===== src/hdl/ptb_pkg.sv =====
// ---------------------------------------------------------------------------
// ptb_pkg
// Constants and shared types for the point/triangle barycentric block.
// ---------------------------------------------------------------------------
`timescale 1ns / 1ps

package ptb_pkg;

  localparam int COORD_WIDTH_DEF = 32;
  // bits of the second operand taken per multiplier stage
  localparam int MUL_CHUNK = 16;
  // numerator scale: 2^24 for Q8.24 plus one bit for the half step
  localparam int DIV_SHIFT = 25;
  localparam int ONE_Q24 = 16777216;
  localparam longint OUT_MAX = 64'sd2147483647;
  localparam longint OUT_MIN = -64'sd2147483648;
  localparam longint OM_MAX = 64'sd2147483647;

  typedef struct packed {
    logic valid;
    logic degen;
  } ptb_ctl_t;

endpackage


===== src/hdl/ptb_mul.sv =====
// ---------------------------------------------------------------------------
// ptb_mul
// Pipelined signed multiplier; one chunk of the second operand per stage.
// ---------------------------------------------------------------------------
`timescale 1ns / 1ps

module ptb_mul #(
  parameter int A_WIDTH = 33,
  parameter int B_WIDTH = 33
) (
  input  logic                              clk,
  input  logic                              rst,
  input  logic                              in_valid,
  input  logic signed [A_WIDTH-1:0]         a,
  input  logic signed [B_WIDTH-1:0]         b,
  output logic                              out_valid,
  output logic signed [A_WIDTH+B_WIDTH-1:0] p
);
  import ptb_pkg::*;

  localparam int NCH = (B_WIDTH + MUL_CHUNK - 1) / MUL_CHUNK;
  localparam int BPW = NCH * MUL_CHUNK;
  localparam int PW  = A_WIDTH + B_WIDTH;

  logic [A_WIDTH-1:0] a_mag;
  logic [B_WIDTH-1:0] b_mag;
  logic [NCH:0]       vld;
  logic [A_WIDTH-1:0] am  [NCH+1];
  logic [BPW-1:0]     bm  [NCH+1];
  logic               neg [NCH+1];
  logic [PW-1:0]      acc [NCH+1];

  assign a_mag = a[A_WIDTH-1] ? A_WIDTH'(-a) : A_WIDTH'(a);
  assign b_mag = b[B_WIDTH-1] ? B_WIDTH'(-b) : B_WIDTH'(b);

  always_ff @(posedge clk) begin
    if (rst) begin
      vld[0] <= 1'b0;
    end else begin
      vld[0] <= in_valid;
    end
    am[0]  <= a_mag;
    bm[0]  <= BPW'(b_mag);
    neg[0] <= a[A_WIDTH-1] ^ b[B_WIDTH-1];
    acc[0] <= '0;
  end

  for (genvar k = 1; k <= NCH; k++) begin : g_stage
    logic [A_WIDTH+MUL_CHUNK-1:0] pp;
    assign pp = am[k-1] * bm[k-1][(k-1)*MUL_CHUNK +: MUL_CHUNK];

    always_ff @(posedge clk) begin
      if (rst) begin
        vld[k] <= 1'b0;
      end else begin
        vld[k] <= vld[k-1];
      end
      am[k]  <= am[k-1];
      bm[k]  <= bm[k-1];
      neg[k] <= neg[k-1];
      acc[k] <= acc[k-1] + (PW'(pp) << ((k-1) * MUL_CHUNK));
    end
  end

  // restore the sign
  always_ff @(posedge clk) begin
    if (rst) begin
      out_valid <= 1'b0;
    end else begin
      out_valid <= vld[NCH];
    end
    p <= neg[NCH] ? -$signed(acc[NCH]) : $signed(acc[NCH]);
  end

endmodule


===== config.mk =====
export PLATFORM = sky130hd
export DESIGN_NAME = ptb_mul
export DESIGN_NICKNAME = d
export VERILOG_FILES = /design/src/hdl/ptb_pkg.sv /design/src/hdl/ptb_mul.sv
export SDC_FILE = /design/constraint.sdc
export NUM_CORES = 2
export LEC_CHECK = 0
export ABC_AREA = 1
export BUFFER_PORTS_ARGS = -buffer_cell sky130_fd_sc_hd__clkbuf_2
export CORE_MARGIN = 2
export CORE_UTILIZATION = 60
export DETAILED_ROUTE_END_ITERATION = 8
export PLACE_DENSITY = 0.73
export SLEW_MARGIN = 0
export SYNTH_ARGS = -nofsm -noshare
export SYNTH_HDL_FRONTEND = slang
export SYNTH_SLANG_ARGS = --single-unit

===== constraint.sdc =====
create_clock -name clk -period 9.6 [get_ports clk]
set_input_delay 1.44 -clock clk [delete_from_list [all_inputs] [get_ports clk]]
set_output_delay 1.44 -clock clk [all_outputs]
set_load 0.01 [all_outputs]

After elaboration in Yosys (flattened, before gate mapping)
Memory sizes are Yosys's and may differ from the RTL's.
Cells that the tools add are included.
Word-level totals
  memory bits (read-only): 0
  latch bits: 0
  logic and storage cells: 23
  memories: 4
  flip-flop bits (word level): 71
  input port bits: 69
  output and inout bits: 67
  memory bits (writable): 592
Memory list
  acc: depth 4, width 66, rd ports 4, clocked after memory_dff 0, write ports 4, line ptb_mul.sv:31  | logic [PW-1:0] acc [NCH+1];
  bm: depth 4, width 48, rd ports 3, clocked after memory_dff 0, write ports 4, line ptb_mul.sv:29  | logic [BPW-1:0] bm [NCH+1];
  am: depth 4, width 33, rd ports 3, clocked after memory_dff 0, write ports 4, line ptb_mul.sv:28  | logic [A_WIDTH-1:0] am [NCH+1];
  neg: depth 4, width 1, rd ports 4, clocked after memory_dff 0, write ports 4, line ptb_mul.sv:30  | logic neg [NCH+1];
Operators by class
  reductions and logical operators: 0
  div/mod/pow operators: 0
  $add $sub $neg: 6
  $mul: 3
  magnitude comparators: 0
  equality and inequality tests: 0
  multiplexer cells: 3
  bitwise logic cells: 1
  shifts and indexed selects: 0
Operators by type and width (number)
  33-bit by 16-bit multiplier with 49-bit output: 2
  66-bit by 49-bit adder with 66-bit output: 1
  66-bit by 65-bit adder with 66-bit output: 1
  66-bit adder: 1
  33-bit two-way mux: 2
  66-bit two-way mux: 1
  33-bit negator: 2
  66-bit negator: 1
  33-bit by 16-bit multiplier with 34-bit output: 1
  1-bit XOR: 1

Logic depth before layout (Yosys ltp)
  depth in word-level cells: 2
  mapped depth: 42
  depth with buffers taken out: 40

Least setup slack after synthesis
OpenSTA, ideal clock, no wires.
  path kind: flip-flop to flip-flop
  start: memory am[1][17]
  end: memory acc[2][63] in the netlist's numbering
  required time: 9.488 ns
  setup time: 0.112 ns
  period minus slack after synthesis: 7.004 ns
  stages on the path, launching flop included: 36
  path slack: 2.596 ns
  path buffers: 2
  data arrival time: 6.891 ns
  cells stage by stage: dfxtp_1 clkbuf_1 clkbuf_1 nand2_1 fa_1 inv_1 fa_1 inv_1 fa_1 inv_1 fa_1 fa_1 inv_1 fa_1 inv_1 ha_1 nand2_1 nor2_2 inv_2 nor2_2 inv_1 o21ai_0 a31oi_1 xnor2_1 ha_1 nand2_1 nor2_1 inv_1 nor4_1 nand3_1 nand3_1 nand3_1 nand2_2 nand2_1 nand2_1 nand2_1
RTL lines (line)
  start, declared: ptb_mul.sv:28
  end, declared: ptb_mul.sv:31

==> implementation parameters <==
Parameter                              Value

STA
  WHS    approximately 0.32 ns
  Minimum clock period after layout    about 8.7 ns
  Final Hold Vio Count    0
  Transition at the pin with the smallest max-transition slack    1.22 ns
  Fmax    around 110 MHz
  Crit share post-route    91.1%
  Sum Neg Setup Slack    0 ns
  RSZ-0062 raised after global routing    false
  Count of pins over their slew limit    0
  Worst slew margin    about 18%
  Layout Skew    ~0.074 ns
  Final-report setup violation count    0

Clocking
  Number of clock sinks    409
  TritonCTS clock tree    done
  TritonCTS buffer count    44
  Clock input transition at the sequential cells of the worst setup and hold paths    0.06 ns
  Number of gates given a new drive strength after cts    0
  Clock latency reported for the late side of the worst-skew pair    0.63 ns
  Bufs on Longest Clock Path    3
  Clock root buffer    clkbuf_16
  Hold buffer count at cts    0
  Htree depth    2
  Setup repair bufs after CTS    0

Critical path
  Critical Path Slowest Stage Cell    dfxtp_1
  Kind of critical path    reg -> reg
  Maximum fanout count along the critical path    21
  Top delay family on crit path    adder cells
  Critical path startpoint category    register
  Kind of end point of the critical path    register
  Terminus of the critical flop-to-flop path    acc[2][63]$_DFF_P_
  Data required time at the worst endpoint    between 10 and 15 ns
  Worst R2R Path Depth    32
  Slowest stage delay, CP    1.03 ns
  R2R setup slack    0.85 ns
  Critical path origin    bm[1][30]$_DFF_P_
  Total number of cells along the worst setup path    32
  Reg-to-reg startpoint    bm[1][30]$_DFF_P_
  Termination of the worst setup path    acc[2][63]$_DFF_P_
  Worst Path Arrival    9.18 ns
  Buffer and inverter count on the worst path    7

Finish
  Area Growth Syn to Fin    6.44%
  Most common cell after layout, fill and taps aside    nand2_1
  Fraction of final layout cells sized beyond drive strength 1    6.73%
  Highest-count cells in the layout ignoring fill and taps    nand2_1, inv_1, fa_1
  Count of non-filler cells in the finished layout    around 7900
  Number of nets in the layout    7946

GRT
  Most congested layer reported by global routing    met2
  Largest net degree at the start of global routing    between 50 and 60
  Met2 Resource Use GR    53.1%
  Via count of the first global-routing pass    42400
  Wire length of the first global-routing pass    232000 um
  Met1 capacity usage during global routing    47.1%
  Leftover overflow at the end of global routing    0
  GR Util met3    5.81%
  Gr usage total    33.5%
  Number of antenna violations at the first check in global routing    8

Floorplan
  Number of rows in the core area    107
  Top-level port count    136
  X dimension of the die    298 um
  Starting density of the core    approximately three fifths
  Area of the die    0.0886 mm2
  Total core area    0.0853 mm2
  Die Y    298 um

Placed design
  Placer's final routability congestion estimate    1.02
  Cell Count Post-Placement    7785
  HPWL after detailed placement    around 120000 um
  Number of I/O port buffers    135

Job
  Total of max-cap violations    0

Min path
  Start point of the worst min-delay path    acc[2][5]$_DFF_P_
  Type of the tightest min-delay check    reg -> reg

Detailed routing
  Detail-routed via count per cell    5.35
  Final routed DRC violation total    0
  Total number of vias    42000
  Overall routed net length    146000 um
  Drt wl/cell    roughly 19 um
  DRC violation total after the first TritonRoute iteration    3797
  1st-pass router iterations    6
  Post-route ant nets    0

Synthesis
  Synthesized instance count    6690
  Flip-flop cell with the highest count after synthesis    dfxtp_1
  Register area share after synthesis    between 10% and 20%
  Async SR Flop Fraction    0%
  Net Count, Synth    7949
  Count of unique library cells instantiated by Yosys    slightly above 50
  Count of state elements after synthesis    around 410
  Netlist Area Pre-Place    0.0517 mm2
  Post-synth EDFFs    0
  Total number of yosys warnings    0
  Synthesized area per cell    7.73 um2

Outcome
  Result of the run    complete, no violations
==> worst min path at each step <==
stage / endpoint / cells after the start
4_1_cts: acc[3][6]$_DFF_P_ / 0
3_3_place_gp: acc[3][0]$_DFF_P_ / 0
6_report: acc[3][5]$_DFF_P_ / 0
5_1_grt: acc[3][6]$_DFF_P_ / 0
2_1_floorplan: acc[2][0]$_DFF_P_ / 0
3_5_place_dp: neg[1]$_DFF_P_ / 0
==> kinds of logic after synthesis <==
| group | Yosys count | synth area share [%] |
|---|---|---|
| xor gates and xnor gates | 265 | 4.49 |
| buffers and inverters | 1941 | 14.1 |
| DFF | 409 | 15.8 |
| and+or+nand+nor | 2449 | 19.4 |
| adders and majority gates | 1190 | 41.4 |
| AOI/OAI and AO/OA | 436 | 4.86 |
==> cell type report <==
type | count | area (um2)
flip-flops and latches | 409 | 8200
diodes | 2 | 5.00
fillers | 7563 | 30200
clock buffers | 53 | 1190
repair buffers | 231 | 1410
multi-input cells | 4340 | 36300
clock inverters | 24 | 333
inverters | 1661 | 6230
well taps | 1144 | 1430
==> stage by stage <==
step	worst slack (ns)	util, %	cell area [um2]
final	0.853	64.6	55100
after detailed placement	1.07	62.8	53500
after global placement	1.05	62.8	53500
after CTS	0.959	64.6	55100
after global routing	0.396	64.6	55100
after floorplan	2.60	-	51700
==> flip-flops by register name, indices dropped and copies added (netlist names) <==
| name | count |
|---|---|
| bm | 51 |
| p | 66 |
| acc | 184 |
| out_valid | 1 |
| neg | 4 |
| am | 99 |
| vld | 4 |
==> routing by layer <==
metal | vias up | share of wire (%)
met5 | - | 0.033
met4 | 8 | 3.7
met3 | 285 | 9.6
met2 | 1911 | 45
met1 | 20400 | 42
li1 | 19400 | -
==> synthesized netlist by cell type (15+ instances only) <==
cell type,number,share of area [%]
inv_1,1649,12
nand2_1,1792,13
fa_1,867,34
a31oi_1,40,0.48
nand2_2,40,0.48
xor2_1,177,3.0
a21o_1,29,0.42
nor2_1,315,2.3
xnor2_1,88,1.5
nand3_1,113,1.1
nor4_1,24,0.29
a21oi_1,174,1.7
nand4_1,41,0.50
clkbuf_1,277,2.0
ha_1,323,7.8
nor3_1,36,0.35
nor2_2,37,0.45
o21ai_1,15,0.15
o21ai_0,109,1.1
dfxtp_1,409,16
o21bai_1,20,0.29
Power is not shown: default switching activity piles up to over one toggle a cycle in this logic, so the estimate is an artifact.
